===== config.mk =====
export PLATFORM = sky130hd
export DESIGN_NAME = calendar_date_add_days
export DESIGN_NICKNAME = d
export VERILOG_FILES = /design/src/rtl/cda_pkg.sv /design/src/rtl/cda_datapath.sv /design/src/rtl/cda_ctrl.sv /design/src/rtl/calendar_date_add_days.sv
export SDC_FILE = /design/constraint.sdc
export NUM_CORES = 1
export LEC_CHECK = 0
export ABC_AREA = 1
export BUFFER_PORTS_ARGS = -buffer_cell sky130_fd_sc_hd__buf_2
export CORE_ASPECT_RATIO = 2
export CORE_UTILIZATION = 40
export DETAILED_ROUTE_END_ITERATION = 8
export PLACE_DENSITY_LB_ADDON = 0.2
export SLEW_MARGIN = 30
export SYNTH_ARGS = -nofsm -noshare
export SYNTH_HDL_FRONTEND = slang
export SYNTH_SLANG_ARGS = --single-unit

===== constraint.sdc =====
create_clock -name clock -period 6.2 [get_ports clock]
set_clock_uncertainty 0.05 [all_clocks]
set_input_delay 0.62 -clock clock [delete_from_list [all_inputs] [get_ports clock]]
set_output_delay 0.62 -clock clock [all_outputs]
set_load 0.03 [all_outputs]

===== src/rtl/cda_pkg.sv =====
`default_nettype none
// ----------------------------------------------------------------------------
// cda_pkg
// Shared types and constants for the calendar date add-days block: controller
// states, the command/status structs and the month length lookup.
// ----------------------------------------------------------------------------
package cda_pkg;

   localparam int unsigned YEAR_W  = 16;
   localparam int unsigned MONTH_W = 4;
   localparam int unsigned DAY_W   = 5;
   localparam int unsigned COUNT_W = 20;

   localparam logic [MONTH_W-1:0] MONTH_JAN = 4'd1;
   localparam logic [MONTH_W-1:0] MONTH_FEB = 4'd2;
   localparam logic [MONTH_W-1:0] MONTH_APR = 4'd4;
   localparam logic [MONTH_W-1:0] MONTH_JUN = 4'd6;
   localparam logic [MONTH_W-1:0] MONTH_SEP = 4'd9;
   localparam logic [MONTH_W-1:0] MONTH_NOV = 4'd11;
   localparam logic [MONTH_W-1:0] MONTH_DEC = 4'd12;

   localparam logic [DAY_W-1:0] DAY_FIRST = 5'd1;
   localparam logic [YEAR_W-1:0] YEAR_RESET = 16'd1;

   // y divisible by 25 <=> (y * inverse(25) mod 2^16) <= floor(65535 / 25)
   localparam logic [YEAR_W-1:0] INV25     = 16'd23593;
   localparam logic [YEAR_W-1:0] DIV25_MAX = 16'd2621;

   localparam logic OP_LOAD = 1'b0;
   localparam logic OP_ADD  = 1'b1;

   typedef enum logic [2:0] {
      ST_IDLE,
      ST_LEAP,
      ST_LOAD,
      ST_WALK,
      ST_DONE
   } cda_state_type;

   typedef struct packed {
      logic capture;        // latch the request fields
      logic leap_en;        // recompute the leap flag
      logic leap_from_load; // leap source: load year instead of stored year
      logic load_check;     // validate and commit a load
      logic walk_step;      // one month step of an add
      logic publish;        // copy the date into the response register
   } cda_cmd_type;

   typedef struct packed {
      logic op_add;
      logic walk_last;
      logic year_wrap;
   } cda_status_type;

   function automatic logic [DAY_W-1:0] month_len(input logic [MONTH_W-1:0] m,
                                                  input logic leap);
      logic [DAY_W-1:0] len;
      case (m) inside
         MONTH_FEB:                               len = leap ? 5'd29 : 5'd28;
         MONTH_APR, MONTH_JUN, MONTH_SEP, MONTH_NOV: len = 5'd30;
         default:                                 len = 5'd31;
      endcase
      return len;
   endfunction

endpackage
`default_nettype wire


===== src/rtl/cda_datapath.sv =====
`default_nettype none
// ----------------------------------------------------------------------------
// cda_datapath
// Date registers, operand latch, leap-year unit, month walker and response
// register. Driven by commands from cda_ctrl.
// ----------------------------------------------------------------------------
module cda_datapath (
   input  wire                        clock,
   input  wire                        reset,
   input  cda_pkg::cda_cmd_type       cmd,
   output cda_pkg::cda_status_type    status,
   input  wire                        req_opcode,
   input  wire  [15:0]                req_load_year,
   input  wire  [3:0]                 req_load_month,
   input  wire  [4:0]                 req_load_day,
   input  wire  [19:0]                req_day_count,
   output logic [15:0]                rsp_cur_year,
   output logic [3:0]                 rsp_cur_month,
   output logic [4:0]                 rsp_cur_day,
   output logic                       rsp_bad_date
);
   import cda_pkg::*;

   logic                 op_code_ff,  op_code_in;
   logic [YEAR_W-1:0]    op_year_ff,  op_year_in;
   logic [MONTH_W-1:0]   op_month_ff, op_month_in;
   logic [DAY_W-1:0]     op_day_ff,   op_day_in;
   logic [COUNT_W-1:0]   left_ff,     left_in;
   logic [YEAR_W-1:0]    date_year_ff,  date_year_in;
   logic [MONTH_W-1:0]   date_month_ff, date_month_in;
   logic [DAY_W-1:0]     date_day_ff,   date_day_in;
   logic                 leap_ff, leap_in;
   logic                 bad_ff,  bad_in;
   logic [YEAR_W-1:0]    rsp_year_ff,  rsp_year_in;
   logic [MONTH_W-1:0]   rsp_month_ff, rsp_month_in;
   logic [DAY_W-1:0]     rsp_day_ff,   rsp_day_in;
   logic                 rsp_bad_ff,   rsp_bad_in;

   // leap unit
   logic [YEAR_W-1:0]    leap_year;
   logic [YEAR_W-1:0]    prod;
   logic                 div4, div25, div100, div400, leap_calc;

   // month walker
   logic [DAY_W-1:0]     cur_len, to_end, load_len;
   logic                 walk_last, load_ok;

   always_comb begin
      leap_year = cmd.leap_from_load ? op_year_ff : date_year_ff;
      // low half of the product only
      prod      = leap_year * INV25;
      div4      = (leap_year[1:0] == 2'b00);
      div25     = (prod <= DIV25_MAX);
      div100    = div4 & div25;
      div400    = div100 & (leap_year[3:0] == 4'b0000);
      leap_calc = div400 | (div4 & ~div100);
   end

   always_comb begin
      cur_len   = month_len(date_month_ff, leap_ff);
      to_end    = (date_day_ff <= cur_len) ? (cur_len - date_day_ff) : '0;
      walk_last = (left_ff <= {{(COUNT_W-DAY_W){1'b0}}, to_end});
      load_len  = month_len(op_month_ff, leap_ff);
      load_ok   = (op_month_ff >= MONTH_JAN) && (op_month_ff <= MONTH_DEC) &&
                  (op_day_ff != '0) && (op_day_ff <= load_len);
   end

   always_comb begin
      op_code_in    = op_code_ff;
      op_year_in    = op_year_ff;
      op_month_in   = op_month_ff;
      op_day_in     = op_day_ff;
      left_in       = left_ff;
      date_year_in  = date_year_ff;
      date_month_in = date_month_ff;
      date_day_in   = date_day_ff;
      leap_in       = leap_ff;
      bad_in        = bad_ff;
      rsp_year_in   = rsp_year_ff;
      rsp_month_in  = rsp_month_ff;
      rsp_day_in    = rsp_day_ff;
      rsp_bad_in    = rsp_bad_ff;

      if (cmd.capture) begin
         op_code_in  = req_opcode;
         op_year_in  = req_load_year;
         op_month_in = req_load_month;
         op_day_in   = req_load_day;
         left_in     = req_day_count;
         bad_in      = 1'b0;
      end

      if (cmd.leap_en) begin
         leap_in = leap_calc;
      end

      if (cmd.load_check) begin
         if (load_ok) begin
            date_year_in  = op_year_ff;
            date_month_in = op_month_ff;
            date_day_in   = op_day_ff;
         end else begin
            bad_in = 1'b1;
         end
      end

      if (cmd.walk_step) begin
         if (walk_last) begin
            // remainder fits in the day field here
            date_day_in = date_day_ff + left_ff[DAY_W-1:0];
            left_in     = '0;
         end else begin
            date_day_in = DAY_FIRST;
            left_in     = left_ff - {{(COUNT_W-DAY_W){1'b0}}, to_end} - 1'b1;
            if (date_month_ff >= MONTH_DEC) begin
               date_month_in = MONTH_JAN;
               date_year_in  = date_year_ff + 1'b1;
            end else begin
               date_month_in = date_month_ff + 1'b1;
            end
         end
      end

      if (cmd.publish) begin
         rsp_year_in  = date_year_ff;
         rsp_month_in = date_month_ff;
         rsp_day_in   = date_day_ff;
         rsp_bad_in   = bad_ff;
      end
   end

   always_ff @(posedge clock) begin
      if (reset) begin
         date_year_ff  <= YEAR_RESET;
         date_month_ff <= MONTH_JAN;
         date_day_ff   <= DAY_FIRST;
      end else begin
         date_year_ff  <= date_year_in;
         date_month_ff <= date_month_in;
         date_day_ff   <= date_day_in;
      end
   end

   always_ff @(posedge clock) begin
      op_code_ff   <= op_code_in;
      op_year_ff   <= op_year_in;
      op_month_ff  <= op_month_in;
      op_day_ff    <= op_day_in;
      left_ff      <= left_in;
      leap_ff      <= leap_in;
      bad_ff       <= bad_in;
      rsp_year_ff  <= rsp_year_in;
      rsp_month_ff <= rsp_month_in;
      rsp_day_ff   <= rsp_day_in;
      rsp_bad_ff   <= rsp_bad_in;
   end

   assign status.op_add    = (op_code_ff == OP_ADD);
   assign status.walk_last = walk_last;
   assign status.year_wrap = (date_month_ff >= MONTH_DEC);

   assign rsp_cur_year  = rsp_year_ff;
   assign rsp_cur_month = rsp_month_ff;
   assign rsp_cur_day   = rsp_day_ff;
   assign rsp_bad_date  = rsp_bad_ff;

endmodule
`default_nettype wire


===== src/rtl/cda_ctrl.sv =====
`default_nettype none
// ----------------------------------------------------------------------------
// cda_ctrl
// Controller for the date block: sequences leap computation, load check and
// the month-by-month walk, and owns both channel handshakes.
// ----------------------------------------------------------------------------
module cda_ctrl (
   input  wire                        clock,
   input  wire                        reset,
   input  wire                        req_valid,
   output logic                       req_stall,
   output logic                       rsp_valid,
   input  wire                        rsp_stall,
   input  cda_pkg::cda_status_type    status,
   output cda_pkg::cda_cmd_type       cmd
);
   import cda_pkg::*;

   cda_state_type state_ff, state_in;
   logic          rsp_valid_ff, rsp_valid_in;
   logic          out_free;

   assign out_free = ~(rsp_valid_ff & rsp_stall);

   always_comb begin
      state_in = state_ff;
      unique case (state_ff)
         ST_IDLE: begin
            if (req_valid) state_in = ST_LEAP;
         end
         ST_LEAP: begin
            state_in = status.op_add ? ST_WALK : ST_LOAD;
         end
         ST_LOAD: begin
            state_in = ST_DONE;
         end
         ST_WALK: begin
            if (status.walk_last) state_in = ST_DONE;
            else if (status.year_wrap) state_in = ST_LEAP; // new year, refresh leap flag
         end
         ST_DONE: begin
            if (out_free) state_in = ST_IDLE;
         end
         default: state_in = ST_IDLE;
      endcase
   end

   always_comb begin
      cmd = '0;
      unique case (state_ff)
         ST_IDLE: begin
            cmd.capture = req_valid;
         end
         ST_LEAP: begin
            cmd.leap_en        = 1'b1;
            cmd.leap_from_load = ~status.op_add;
         end
         ST_LOAD: begin
            cmd.load_check = 1'b1;
         end
         ST_WALK: begin
            cmd.walk_step = 1'b1;
         end
         ST_DONE: begin
            cmd.publish = out_free;
         end
         default: cmd = '0;
      endcase
   end

   assign rsp_valid_in = cmd.publish | (rsp_valid_ff & rsp_stall);

   always_ff @(posedge clock) begin
      if (reset) begin
         state_ff     <= ST_IDLE;
         rsp_valid_ff <= 1'b0;
      end else begin
         state_ff     <= state_in;
         rsp_valid_ff <= rsp_valid_in;
      end
   end

   assign req_stall = (state_ff != ST_IDLE);
   assign rsp_valid = rsp_valid_ff;

endmodule
`default_nettype wire


===== src/rtl/calendar_date_add_days.sv =====
`default_nettype none
// Sequence: a load computes the leap flag from the load year, then checks and
//   commits the date; an add takes the leap flag of the stored year, then walks.
// The walk steps one month per cycle and returns to the leap state at each year end.
// Throughput: one item at a time; the next transfer is taken once the
//   response register is loaded and the controller is back in idle.
// Reset (synchronous): date = year 1, January 1; no response pending.
// ----------------------------------------------------------------------------
// calendar_date_add_days
// Gregorian date register with checked load and add-days operations.
// ----------------------------------------------------------------------------
module calendar_date_add_days (
   input  wire         clock,
   input  wire         reset,
   input  wire         req_valid,
   output logic        req_stall,
   input  wire         req_opcode,
   input  wire  [15:0] req_load_year,
   input  wire  [3:0]  req_load_month,
   input  wire  [4:0]  req_load_day,
   input  wire  [19:0] req_day_count,
   output logic        rsp_valid,
   input  wire         rsp_stall,
   output logic [15:0] rsp_cur_year,
   output logic [3:0]  rsp_cur_month,
   output logic [4:0]  rsp_cur_day,
   output logic        rsp_bad_date
);
   import cda_pkg::*;

   cda_cmd_type    cmd;
   cda_status_type status;

   cda_ctrl u_ctrl (
      .clock     (clock),
      .reset     (reset),
      .req_valid (req_valid),
      .req_stall (req_stall),
      .rsp_valid (rsp_valid),
      .rsp_stall (rsp_stall),
      .status    (status),
      .cmd       (cmd)
   );

   cda_datapath u_datapath (
      .clock          (clock),
      .reset          (reset),
      .cmd            (cmd),
      .status         (status),
      .req_opcode     (req_opcode),
      .req_load_year  (req_load_year),
      .req_load_month (req_load_month),
      .req_load_day   (req_load_day),
      .req_day_count  (req_day_count),
      .rsp_cur_year   (rsp_cur_year),
      .rsp_cur_month  (rsp_cur_month),
      .rsp_cur_day    (rsp_cur_day),
      .rsp_bad_date   (rsp_bad_date)
   );

   // a transfer always leaves the block busy for the next cycle
   a_busy_after_req: assert property (@(posedge clock) disable iff (reset)
      (req_valid && !req_stall) |=> req_stall)
      else $error("request side not stalled after a transfer");

   // a response is only produced while an item is in progress
   a_rsp_from_busy: assert property (@(posedge clock) disable iff (reset)
      $rose(rsp_valid) |-> $past(req_stall))
      else $error("response raised without an item in progress");

   // a valid response always carries a month in range and a nonzero day
   a_rsp_date_legal: assert property (@(posedge clock) disable iff (reset)
      rsp_valid |-> (rsp_cur_month >= MONTH_JAN && rsp_cur_month <= MONTH_DEC &&
                     rsp_cur_day != '0))
      else $error("response carries an illegal date");

endmodule
`default_nettype wire

Word-level counts from Yosys, hierarchy flattened
Cells that the tools add are included.
Storage, ports and cells
  register bits after elaboration: 103
  bits of input ports: 50
  word-level logic and storage cells: 109
Cells by class
  add/sub/neg operators: 6
  multiply operators: 1
  $lt $le $gt $ge: 7
  equal/unequal tests: 17
  mux-type cells: 38
  bitwise gates (word level): 9
  reductions and logical operators: 15
Operators by type and width (count)
  16-bit two-way mux: 6
  20-bit two-way mux: 3
  5-bit two-way mux: 7
  20-bit by 5-bit <= comparator with 1-bit output: 1
  4-bit two-way mux: 5
  20-bit by 1-bit subtractor with 20-bit output (second input constant): 1
  20-bit by 5-bit subtractor with 20-bit output: 1
  16-bit by 1-bit adder with 16-bit output (second input constant): 1
  4-bit by 3-bit == test with 1-bit output (second input constant): 4
  4-bit == test (second input constant): 4
  16-bit by 12-bit <= comparator with 1-bit output (second input constant): 1
  16-bit by 15-bit multiplier with 16-bit output (second input constant): 1
  3-bit case mux with 5 select lines: 1
  3-bit two-way mux: 4
  1-bit two-way mux: 11
  5-bit <= comparator: 2
  4-bit by 2-bit == test with 1-bit output (second input constant): 2
  4-bit OR reduction: 2
  3-bit by 2-bit == test with 1-bit output (second input constant): 2
  2-bit nonzero test: 3
  5-bit adder: 1
  5-bit nonzero test: 1
  5-bit subtractor: 1
  4-bit by 1-bit adder with 4-bit output (second input constant): 1
  other kinds (18): 27

Logic depth before layout (Yosys ltp)
Gate-level depths: netlist of the first run.
  depth in word-level cells: 11
  gate-level depth with buffers: 31

Hierarchy
A second synthesis of the first run with hierarchy kept.
Second synthesis, totals
  cells, all modules: 897
  area total of the unflattened synthesis: 7559.8 µm²
By module, submodules not included
  cda_datapath: times used 1, cells an instance 860, area each 7295.7 µm², seq. area each 2712.6 µm²
  cda_ctrl: times used 1, cells an instance 37, area each 264.0 µm², seq. area each 80.1 µm²

Least setup slack after synthesis of the first run
Ideal clock, no wire load.
  kind: register -> register
  start point: register u_datapath.op_code_ff
  end point: register u_datapath.leap_ff, data pin
  setup time: 0.249 ns
  data arrival time: 4.962 ns
  data required time: 5.901 ns
  path slack: 0.939 ns
  cell stages (with the launch flop): 30
  path buffers: 3
  period minus slack after synthesis: 5.261 ns
  cells stage by stage: edfxtp_1 inv_2 nand3_2 buf_6 clkbuf_1 buf_2 nand2_1 o21ai_0 ha_1 inv_1 fa_1 inv_1 ha_1 ha_1 inv_1 fa_1 inv_1 ha_1 ha_1 nand2_1 inv_1 nand4_1 o211ai_1 or2_2 a21oi_1 nand3_1 nor2_1 nand3_1 nand2_1 inv_1
On the way
  word-level cells in the longest chain between the ends: 9
  elaborated cells on any way between the ends: 12
  those cells by class: mul: 1; order compare: 1; mux: 2; bitwise: 6; reduce/logical: 2
Ends and longest elaborated chain
  start: declaration: line cda_datapath.sv:24  | logic op_code_ff, op_code_in;
  start signal: assignment: line cda_datapath.sv:145  | op_code_ff <= op_code_in;
  1-bit NOT *: line cda_ctrl.sv:56  | cmd.leap_from_load = ~status.op_add;
  2-bit two-way mux *: line cda_ctrl.sv:50  | unique case (state_ff)
  16-bit two-way mux *: line cda_datapath.sv:49  | leap_year = cmd.leap_from_load ? op_year_ff : date_year_ff;
  16-bit by 15-bit multiplier with 16-bit output: line cda_datapath.sv:51  | prod = leap_year * INV25;
  16-bit by 12-bit <= comparator with 1-bit output: line cda_datapath.sv:53  | div25 = (prod <= DIV25_MAX);
  1-bit AND: line cda_datapath.sv:54  | div100 = div4 & div25;
  1-bit NOT: line cda_datapath.sv:56  | leap_calc = div400 | (div4 & ~div100);
  1-bit AND: line cda_datapath.sv:56
  1-bit bitwise OR *: line cda_datapath.sv:56
  named net u_datapath.leap_calc: line cda_datapath.sv:42  | logic div4, div25, div100, div400, leap_calc;
  end signal: assignment: line cda_datapath.sv:150  | leap_ff <= leap_in;
  end: declaration: line cda_datapath.sv:32  | logic leap_ff, leap_in;
Mark *: on every way through the listed nets, which the timed path passes. The rest lies on a longest branch.
A chain may end at the register's enable or synchronous reset.

Worst setup path in the final report of the first run
Ends and elaborated chain as after synthesis.

==> results of run 1 <==
==> cells in the final DEF (no fill, tap or decap), types with 3 or more instances in the layout <==
master	instances
ha_1	80
nand2_2	7
nor4_1	3
o21ai_1	3
o211ai_1	4
inv_1	136
dfxtp_1	30
nor2_2	5
nor2_1	70
or2_2	4
edfxtp_1	73
xnor2_1	16
a21oi_1	24
nor3_1	14
buf_4	3
nand4_1	12
o31ai_1	3
xor2_1	25
inv_2	8
fa_1	21
buf_2	77
clkinvlp_4	4
nand2_1	160
o21ai_0	77
clkbuf_16	9
nand3_1	37
==> per-stage QoR <==
| stage | cell area, um^2 | total power [uW] | hold WS (ns) | cells | util [%] |
|---|---|---|---|---|---|
| final | 8190 | 4400 | 0.373 | 1146 | 46.1 |
| after global routing | 8190 | 4870 | 0.369 | 1146 | 46.1 |
| after CTS | 8190 | 4450 | 0.368 | 1146 | 46.1 |
| after detailed placement | 7910 | 3880 | 0.393 | 1130 | 44.5 |
| after global placement | 7910 | 3810 | 0.385 | 1130 | 44.5 |
| after floorplan | 7310 | 3140 | 0.359 | 852 | - |
==> how the worst max path moves through the flow <==
stage	startpoint	to	slack, ns
detailed placement	u_datapath.op_code_ff$_DFFE_PP_	u_datapath.leap_ff$_DFFE_PN_	0.73
global placement	u_datapath.op_code_ff$_DFFE_PP_	u_datapath.leap_ff$_DFFE_PN_	0.87
floorplan	u_datapath.op_code_ff$_DFFE_PP_	u_datapath.leap_ff$_DFFE_PN_	0.94
CTS	u_datapath.op_code_ff$_DFFE_PP_	u_datapath.leap_ff$_DFFE_PN_	0.73
global route	u_datapath.op_code_ff$_DFFE_PP_	u_datapath.leap_ff$_DFFE_PN_	0.27
finish	u_datapath.op_code_ff$_DFFE_PP_	u_datapath.leap_ff$_DFFE_PN_	0.72
==> layout make-up <==
cell class                      instances  area [um^2]
Clock inverter                          7         58.8
Clock buffer                            9          225
Timing Repair Buffer                   80          408
Multi-Input combinational cell        590         3900
Sequential cell                       103         2790
Fill cell                            1772         9590
Tap cell                              213          267
Inverter                              144          541
==> where the power goes <==
group	internal [uW]	switching [uW]	leakage, uW
combinational	1050	1710	0.00285
sequential	937	153	0.000928
clock	277	279	0.000126
total	2260	2140	0.00391
==> registers in the layout (all words and copies together), names as in the netlist, 5 cells and up <==
| signal | cells |
|---|---|
| u_datapath.left_ff | 20 |
| u_datapath.date_year_ff | 16 |
| u_datapath.op_year_ff | 16 |
| u_datapath.rsp_cur_year | 16 |
| u_datapath.date_day_ff | 5 |
| u_datapath.op_day_ff | 5 |
| u_datapath.rsp_cur_day | 5 |
==> critical path: cells and delay by family (launching register included) <==
family,cells,cell delay (ns)
compound gates,3,0.72
fa+ha+maj,7,2.68
buf+inv,5,0.51
flops,1,0.47
simple gates,8,0.81
==> metal layers <==
metal  wire, um  vias to the layer above  part of all wire, %
li1           -                     2962                    -
met1       6350                     2723                   35
met2      10900                       88                   59
met3        276                       42                  1.5
met4        836                        0                  4.6
met5          0                        -                    0
==> cell families after synthesis <==
family / Yosys count
compound gates: 125
buf+inv: 159
xor+xnor: 41
simple gates: 323
fa+ha+maj: 101
flops: 103
==> results_dict.tcl, run 1 <==
set metrics [dict create \
    hold_viol_final 0 \
    rrSetupSlack_ns 0.72 \
    via_per_inst 5.07 \
    gr-usage-met2_pct 42.7 \
    grt_most_used_layer "met2" \
    setup_slack_ns 0.723 \
    place_congestion 0.924 \
    dr_total_vias 5815 \
    r2r_start "u_datapath.op_code_ff$_DFFE_PP_" \
    synth_top_family_by_area "simple AND/OR/NAND/NOR gates" \
    insertion_delay_ns 0.36 \
    grt_pass1_wl_um 29400 \
    hpwl_um 14900 \
    cp_common_cell "nand2_1" \
    die_h_um 193 \
    cp.required_ns 6.28 \
    num_rows 69 \
    maxCapViolCount 0 \
    yosys.area_share.simple_pct 19.6 \
    syn_area_per_cell_um2 8.58 \
    start_util_pct 41.1 \
    slew_headroom_pct 40.5 \
    die_w_um 97.6 \
    synthMuxAreaShare_pct 0 \
    async_reset_ff_share_pct 0 \
    clockBufferDepth 2 \
    grt_antenna_before_repair 0 \
    ys_ff_latch 103 \
    fin_crit_sh_pct 88.3 \
    critPathLaunchType "flop" \
    met3_usage_pct 1.44 \
    drc 0 \
    tightest_slew_ns 0.890 \
    synth_most_common_cell "nand2_1" \
    antenna_cells 0 \
    cts.root.buffer_cell "clkbuf_16" \
    ant_nets 0 \
    die_area_um2 18800 \
    worstPathArrival_ns 5.56 \
    ios 78 \
    p_leak_uw 0.00391 \
    clk_pin_slew_ns 0.08 \
    whs_path_depth 1 \
    overflow 0 \
    outcome "complete, no violations" \
    wl_um 18400 \
    synth_top_area_share_pct 30.0 \
    syn_nets 1003 \
    min_period_ns 5.48 \
    r2r-end "u_datapath.leap_ff$_DFFE_PN_" \
    yosys_warnings 0 \
    synth_enable_flop_cells 73 \
    cpMaxStageDelayCell "fa_1" \
    synth-compound-area-share_pct 9.40 \
    fp.coreArea_um2 17800 \
    holdCritPathClass "primary input to flop" \
    tritoncts "done" \
    syn_area_um2 7310 \
    critical_path_class "flop to flop" \
    yosys.area.top_type "edfxtp_1" \
    synth_area_leaders "edfxtp_1 30%, ha_1 14%, dfxtp_1 8.2%, nand2_1 8.2%, inv_1 7.0%" \
    crit_chain "inv_2 -> nand3_2 -> o21ai_0 -> inv_1 -> ha_1 -> ha_1 -> inv_1 -> fa_1 -> fa_1 -> inv_1 -> fa_1 -> ha_1 -> ha_1 -> nand2_1 -> a21oi_1 -> a211oi_1 -> nand2_1 -> nand2_1 -> nand2_1 -> nor2_1 -> nand3_1 -> nand2_1 -> inv_1" \
    r2r_cells 23 \
    port-buffer-count 77 \
    grt_setup_unrepaired "no" \
    synth_xor_area_share_pct 4.91 \
    yosysSeqAreaShare_pct 38.2 \
    post_cts_buffers 0 \
    slowest_delay_ns 0.58 \
    setup-violations-final 0 \
    cts_resized 0 \
    grt_use_total_pct 20.4 \
    synth_commonest_cells "160 x nand2_1, 136 x inv_1, 80 x ha_1" \
    max-vdd-ir-drop_uv 324 \
    numCtsBuffers 9 \
    grt_start_max_net_pins 34 \
    ys_types 44 \
    hold_end "u_datapath.op_year_ff[14]$_DFFE_PP_" \
    wl_per_cell_um 16.0 \
    slew_violations 0 \
    fmax_mhz 183 \
    use_met1_pct 18.8 \
    cts_hold_buf 0 \
    pre_cts_ws_ns 0.729 \
    worstPathMaxFanout 17 \
    fin_nets 1079 \
    ys.flop_type "edfxtp_1" \
    powerDensity_nw_per_um2 537 \
    synthCells 852 \
    htreeDepth 3 \
    clock_sinks 103 \
    drt_iter0_drc 259 \
    first_pass_iters 5 \
    synth_fa_ha_area_share_pct 19.4 \
    synthToLayoutAreaGrowth_pct 12.1 \
    fin_setup_tns_ns 0 \
    min_from "req_load_year[14]" \
    drive_above_1_share_pct 14.1 \
    grt_pass1_vias 6001 \
    crit_path_end_kind "flop" \
]
Note: power is estimated with default switching activity, not from simulation.
==> run 2: changes to the inputs <==
Settings changed: CORE_ASPECT_RATIO 2 to unset, CTS_CLUSTER_SIZE set to 25.
==> results_dict.tcl, run 2 (synthesized netlist as in run 1, its figures left out) <==
set metrics [dict create \
    tritoncts "done" \
    grt_pass1_vias 5346 \
    cp.required_ns 6.28 \
    clk_pin_slew_ns 0.07 \
    maxCapViolCount 0 \
    ant_nets 0 \
    drt_iter0_drc 428 \
    total_power_uw 4290 \
    via_per_inst 4.84 \
    rrSetupSlack_ns 0.56 \
    max-vdd-ir-drop_uv 317 \
    die_w_um 137 \
    hpwl_um 13200 \
    antenna_cells 0 \
    wl_per_cell_um 14.2 \
    worstPathArrival_ns 5.72 \
    fp.coreArea_um2 18000 \
    holdCritPathClass "primary input to flop" \
    first_pass_iters 4 \
    grt_start_max_net_pins 34 \
    dr_total_vias 5617 \
    grt_antenna_before_repair 0 \
    ios 78 \
    min_period_ns 5.64 \
    p_leak_uw 0.00391 \
    grt_pass1_wl_um 27100 \
    power_switching_uw 2020 \
    fin_nets 1078 \
    grt_use_total_pct 18.9 \
    critPathLaunchType "flop" \
    clockBufferDepth 2 \
    hold_viol_final 0 \
    drive_above_1_share_pct 13.8 \
    cts.root.buffer_cell "clkbuf_16" \
    intPower_uw 2280 \
    path_depth 25 \
    drc 0 \
    final_common_cell "nand2_1" \
    r2r_cells 25 \
    slew_headroom_pct 41.6 \
    p_sw_share_pct 47.0 \
    num_rows 49 \
    port-buffer-count 77 \
    htreeDepth 3 \
    clkPwrFrac_pct 13.3 \
    cp_common_cell "inv_1" \
    whs_path_depth 1 \
    fin_setup_tns_ns 0 \
    largest_reg_flops 20 \
    outcome "complete, no violations" \
    pwr-share-comb_pct 61.5 \
    slowest_delay_ns 0.58 \
    fmax_mhz 177 \
    worstPathMaxFanout 29 \
    tightest_slew_ns 0.873 \
    crit_family "adder cells" \
    critical_path_class "flop to flop" \
    pwr-share-seq_pct 25.2 \
    crit_path_end_kind "flop" \
    cpMaxStageDelayCell "o21ai_0" \
    powerDensity_nw_per_um2 523 \
    top_register "u_datapath.left_ff" \
    overflow 0 \
    numCtsBuffers 9 \
    die_h_um 137 \
    place_congestion 0.838 \
    holdWs_ns 0.380 \
    synthToLayoutAreaGrowth_pct 12.4 \
    slew_violations 0 \
    die_area_um2 18800 \
    clock_sinks 103 \
    setup-violations-final 0 \
    grt_setup_unrepaired "no" \
    wl_um 16500 \
    insertion_delay_ns 0.36 \
    start_util_pct 40.7 \
    critPathBufInv 7 \
    layout_common_cells "160 x nand2_1, 136 x inv_1, 80 x ha_1" \
    fin_crit_sh_pct 91.0 \
]
[run 2: through the flow]
stage               utilization (%)  area (um^2)  setup slack [ns]  std cells
floorplan                         -         7310             0.939        852
global placement               44.1         7920             0.710       1145
detailed placement             44.1         7920             0.551       1145
CTS                            45.7         8210             0.496       1161
global route                   45.7         8210             0.103       1161
finish                         45.7         8210             0.559       1161
[run 2: routing by layer]
metal | vias up | share of wire, % | GRT usage, %
met4 | 0 | 1.4 | 5.13
met1 | 2563 | 53 | 27.8
met5 | - | 0 | 0
met2 | 83 | 42 | 28.5
met3 | 14 | 3.2 | 3.09
li1 | 2957 | - | -
[run 2: worst register-to-register path: stages, from the launching register on]
cell	delay, ns
edfxtp_1	0.46
inv_2	0.15
nand3_2	0.43
o21ai_0	0.58
ha_1	0.19
inv_1	0.06
fa_1	0.54
inv_1	0.05
ha_1	0.29
ha_1	0.27
inv_1	0.05
fa_1	0.53
inv_1	0.04
ha_1	0.29
ha_1	0.34
nand2_1	0.09
inv_1	0.04
nand4_1	0.06
o211ai_1	0.13
or2_2	0.30
a21oi_1	0.13
nand3_1	0.09
nor2_1	0.09
nand3_1	0.09
nand2_1	0.06
inv_1	0.03
[run 2: path summary, 6_finish.rpt]
path                                    startpoint                              endpoint
max reg2reg        u_datapath.op_code_ff$_DFFE_PP_          u_datapath.leap_ff$_DFFE_PN_
min reg2reg  u_datapath.date_year_ff[7]$_SDFF_PP0_  u_datapath.rsp_cur_year[7]$_DFFE_PP_
max                u_datapath.op_code_ff$_DFFE_PP_          u_datapath.leap_ff$_DFFE_PN_
min                              req_load_year[12]   u_datapath.op_year_ff[12]$_DFFE_PP_
[run 2: power by group through the flow]
stage          logic, uW  clock network, uW  registers [uW]
2_1_floorplan       2070                  0            1070
3_3_place_gp        2590                  0            1100
3_5_place_dp        2630                  0            1100
4_1_cts             2670                584            1080
5_1_grt             3130                607            1100
6_report            2640                572            1080
[run 2: layout make-up]
class,instances,area [um^2]
Clock buffer,11,233
Clock inverter,5,58.8
Fill cell,1818,9750
Inverter,144,541
Multi-Input combinational cell,590,3900
Sequential cell,103,2790
Tap cell,229,287
Timing Repair Buffer,79,400
[run 2: repair_timing]
action,CTS,global route
hold buffers,0,0
setup buffers,0,0
resized for setup,0,1
setup endpoints to repair,0,1
endpoints found under the hold margin,0,0
==> run 3: changes to the inputs <==
Settings changed: ABC_AREA 1 to unset, CTS_CLUSTER_DIAMETER set to 100.
==> results_dict.tcl, run 3 <==
set metrics [dict create \
    place_congestion 0.915 \
    cpMaxStageDelayCell "fa_1" \
    grt_use_total_pct 19.8 \
    htreeDepth 3 \
    powerDensity_nw_per_um2 265 \
    num_rows 49 \
    synth_top_family_by_area "adder cells" \
    slowest_delay_ns 0.56 \
    fillCellCount 1678 \
    synthMuxAreaShare_pct 3.14 \
    syn_nets 876 \
    cts.root.buffer_cell "clkbuf_16" \
    p_leak_uw 0.00342 \
    cts_hold_buf 0 \
    start_util_pct 40.9 \
    insertion_delay_ns 0.36 \
    ys_types 64 \
    worstPathMaxFanout 20 \
    grt_pass1_wl_um 28600 \
    clockBufferDepth 2 \
    yosys.area.top_type "edfxtp_1" \
    outcome "complete, no violations" \
    min_from "req_load_year[13]" \
    yosys_warnings 0 \
    place_inst 1006 \
    numCtsBuffers 9 \
    hold_viol_final 0 \
    clk_pin_slew_ns 0.07 \
    ios 78 \
    synth_xor_area_share_pct 5.42 \
    min_period_ns 5.73 \
    holdCritPathClass "primary input to flop" \
    syn_area_per_cell_um2 10.2 \
    fin_nets 939 \
    synthCells 725 \
    fp.coreArea_um2 18000 \
    grt_start_max_net_pins 44 \
    hold_end "u_datapath.op_year_ff[13]$_DFFE_PP_" \
    layout_common_cells "80 x ha_1, 77 x buf_2, 74 x inv_1" \
    yosys.area_share.simple_pct 15.0 \
    grt_pass1_vias 5635 \
    synth_most_common_cell "ha_1" \
    r2r-end "u_datapath.leap_ff$_DFFE_PN_" \
    dr_total_vias 5713 \
    wl_per_cell_um 17.5 \
    die_area_um2 19000 \
    clock_sinks 103 \
    max-vdd-ir-drop_uv 215 \
    slew_violations 0 \
    fin_crit_sh_pct 92.5 \
    ant_nets 0 \
    port-buffer-count 77 \
    synth_top_area_share_pct 29.8 \
    instances_no_fill 1023 \
    yosysSeqAreaShare_pct 37.9 \
    rrSetupSlack_ns 0.47 \
    synth_enable_flop_cells 73 \
    setup-violations-final 0 \
    synth-compound-area-share_pct 13.1 \
    first_pass_iters 5 \
    r2r_start "u_ctrl.state_ff[0]$_SDFFE_PP0P_" \
    cp.required_ns 6.34 \
    synth_area_leaders "edfxtp_1 30%, ha_1 14%, dfxtp_1 8.2%, fa_1 5.7%, inv_1 3.8%" \
    synth_commonest_cells "80 x ha_1, 75 x inv_1, 73 x edfxtp_1" \
    drc 0 \
    async_reset_ff_share_pct 0 \
    ys_ff_latch 103 \
    hpwl_um 13000 \
    slew_headroom_pct 46.2 \
    grt_antenna_before_repair 2 \
    final_common_cell "ha_1" \
    wl_um 17900 \
    die_w_um 138 \
    syn_area_um2 7360 \
    via_per_inst 5.58 \
    tritoncts "done" \
    grt_setup_unrepaired "no" \
    tightest_slew_ns 0.807 \
    critical_path_class "flop to flop" \
    drive_above_1_share_pct 16.4 \
    crit_chain "nor4b_2 -> buf_4 -> mux2i_2 -> inv_1 -> ha_1 -> ha_1 -> inv_1 -> fa_1 -> fa_1 -> inv_1 -> fa_1 -> ha_1 -> xor2_1 -> xnor2_1 -> xnor2_1 -> xnor3_1 -> or3_1 -> a41oi_1" \
    worstPathArrival_ns 5.87 \
    ys.flop_type "edfxtp_1" \
    maxCapViolCount 0 \
    die_h_um 138 \
    synth_fa_ha_area_share_pct 19.3 \
    largest_reg_flops 20 \
    r2r_cells 18 \
    top_register "u_datapath.left_ff" \
    fin_setup_tns_ns 0 \
    overflow 0 \
    drt_iter0_drc 364 \
    synthToLayoutAreaGrowth_pct 12.6 \
    critPathLaunchType "flop" \
    whs_path_depth 1 \
    fmax_mhz 174 \
    crit_path_end_kind "flop" \
]
## run 3: changes by cell type after synthesis, sizes merged, moves of 17 or more
| cell | change |
|---|---|
| inv | -68 |
| o21ai | -37 |
| nor2 | -38 |
| nand3 | -21 |
| nand2 | -125 |
| clkbuf | +17 |
## run 3: worst max-delay path by stage
| stage | endpoint | from | slack [ns] | cells after the start |
|---|---|---|---|---|
| floorplan | u_datapath.leap_ff$_DFFE_PN_ | u_datapath.op_code_ff$_DFFE_PP_ | 0.44 | 19 |
| global placement | u_datapath.leap_ff$_DFFE_PN_ | u_ctrl.state_ff[0]$_SDFFE_PP0P_ | 0.68 | 18 |
| detailed placement | u_datapath.leap_ff$_DFFE_PN_ | u_ctrl.state_ff[0]$_SDFFE_PP0P_ | 0.50 | 18 |
| CTS | u_datapath.leap_ff$_DFFE_PN_ | u_ctrl.state_ff[0]$_SDFFE_PP0P_ | 0.46 | 18 |
| global route | u_datapath.leap_ff$_DFFE_PN_ | u_ctrl.state_ff[0]$_SDFFE_PP0P_ | 0.03 | 18 |
| finish | u_datapath.leap_ff$_DFFE_PN_ | u_ctrl.state_ff[0]$_SDFFE_PP0P_ | 0.47 | 18 |
## run 3: timing repair
item / in CTS / in global routing
resized for setup: 0 / 1
setup buffers: 0 / 0
endpoints found under the setup margin: 0 / 1
## run 3: final cells by class
cell class                      count  area (um^2)  share of cell area, %
Inverter                           76          285                   3.44
Clock inverter                      6          108                   1.30
Multi-Input combinational cell    513         4140                   50.0
Antenna cell                        1         2.50                 0.0302
Sequential cell                   103         2790                   33.7
Clock buffer                       10          229                   2.76
Tap cell                          229          287                   3.46
Timing Repair Buffer               85          445                   5.37
## run 3: worst max-delay path, delay by kind of cell (launching register included)
kind / cells / cell delay, ns
xor gates and xnor gates: 4 / 0.90
muxes: 1 / 0.33
DFF: 1 / 0.50
and+or+nand+nor: 2 / 0.56
buffers and inverters: 4 / 0.59
adders and majority gates: 6 / 2.42
AOI/OAI and AO/OA: 1 / 0.21
## run 3: per-layer routing
| metal | vias up | share of wire [%] | track usage [%] |
|---|---|---|---|
| met5 | - | 0.073 | 0 |
| met1 | 2709 | 42 | 24.1 |
| li1 | 2749 | - | - |
| met3 | 40 | 6.3 | 3.86 |
| met4 | 2 | 2.8 | 7.91 |
| met2 | 213 | 49 | 34.1 |
## run 3: cells by family after synthesis
| kind of cell | after synthesis |
|---|---|
| simple gates | 204 |
| compound gates | 142 |
| buf+inv | 109 |
| flops | 103 |
| fa+ha+maj | 101 |
| xor+xnor | 44 |
| mux | 22 |
## run 3: report_power, final
part           internal [uW]  total (uW)  switching (uW)  leakage, uW
sequential               796         851            55.0     0.000932
combinational            307         697             390      0.00233
clock                    394         648             254     0.000165
total                   1500        2200             699      0.00342
## run 3: stage by stage
stage	utilization (%)	hold WS [ns]	setup slack (ns)	power, uW	instance area, um^2
2_1_floorplan	-	0.356	0.440	1380	7360
3_3_place_gp	44.1	0.389	0.676	1540	7950
3_5_place_dp	44.1	0.367	0.505	1560	7950
4_1_cts	46.0	0.371	0.464	2210	8280
5_1_grt	46.0	0.372	0.0268	2340	8290
6_report	46.0	0.386	0.467	2200	8290
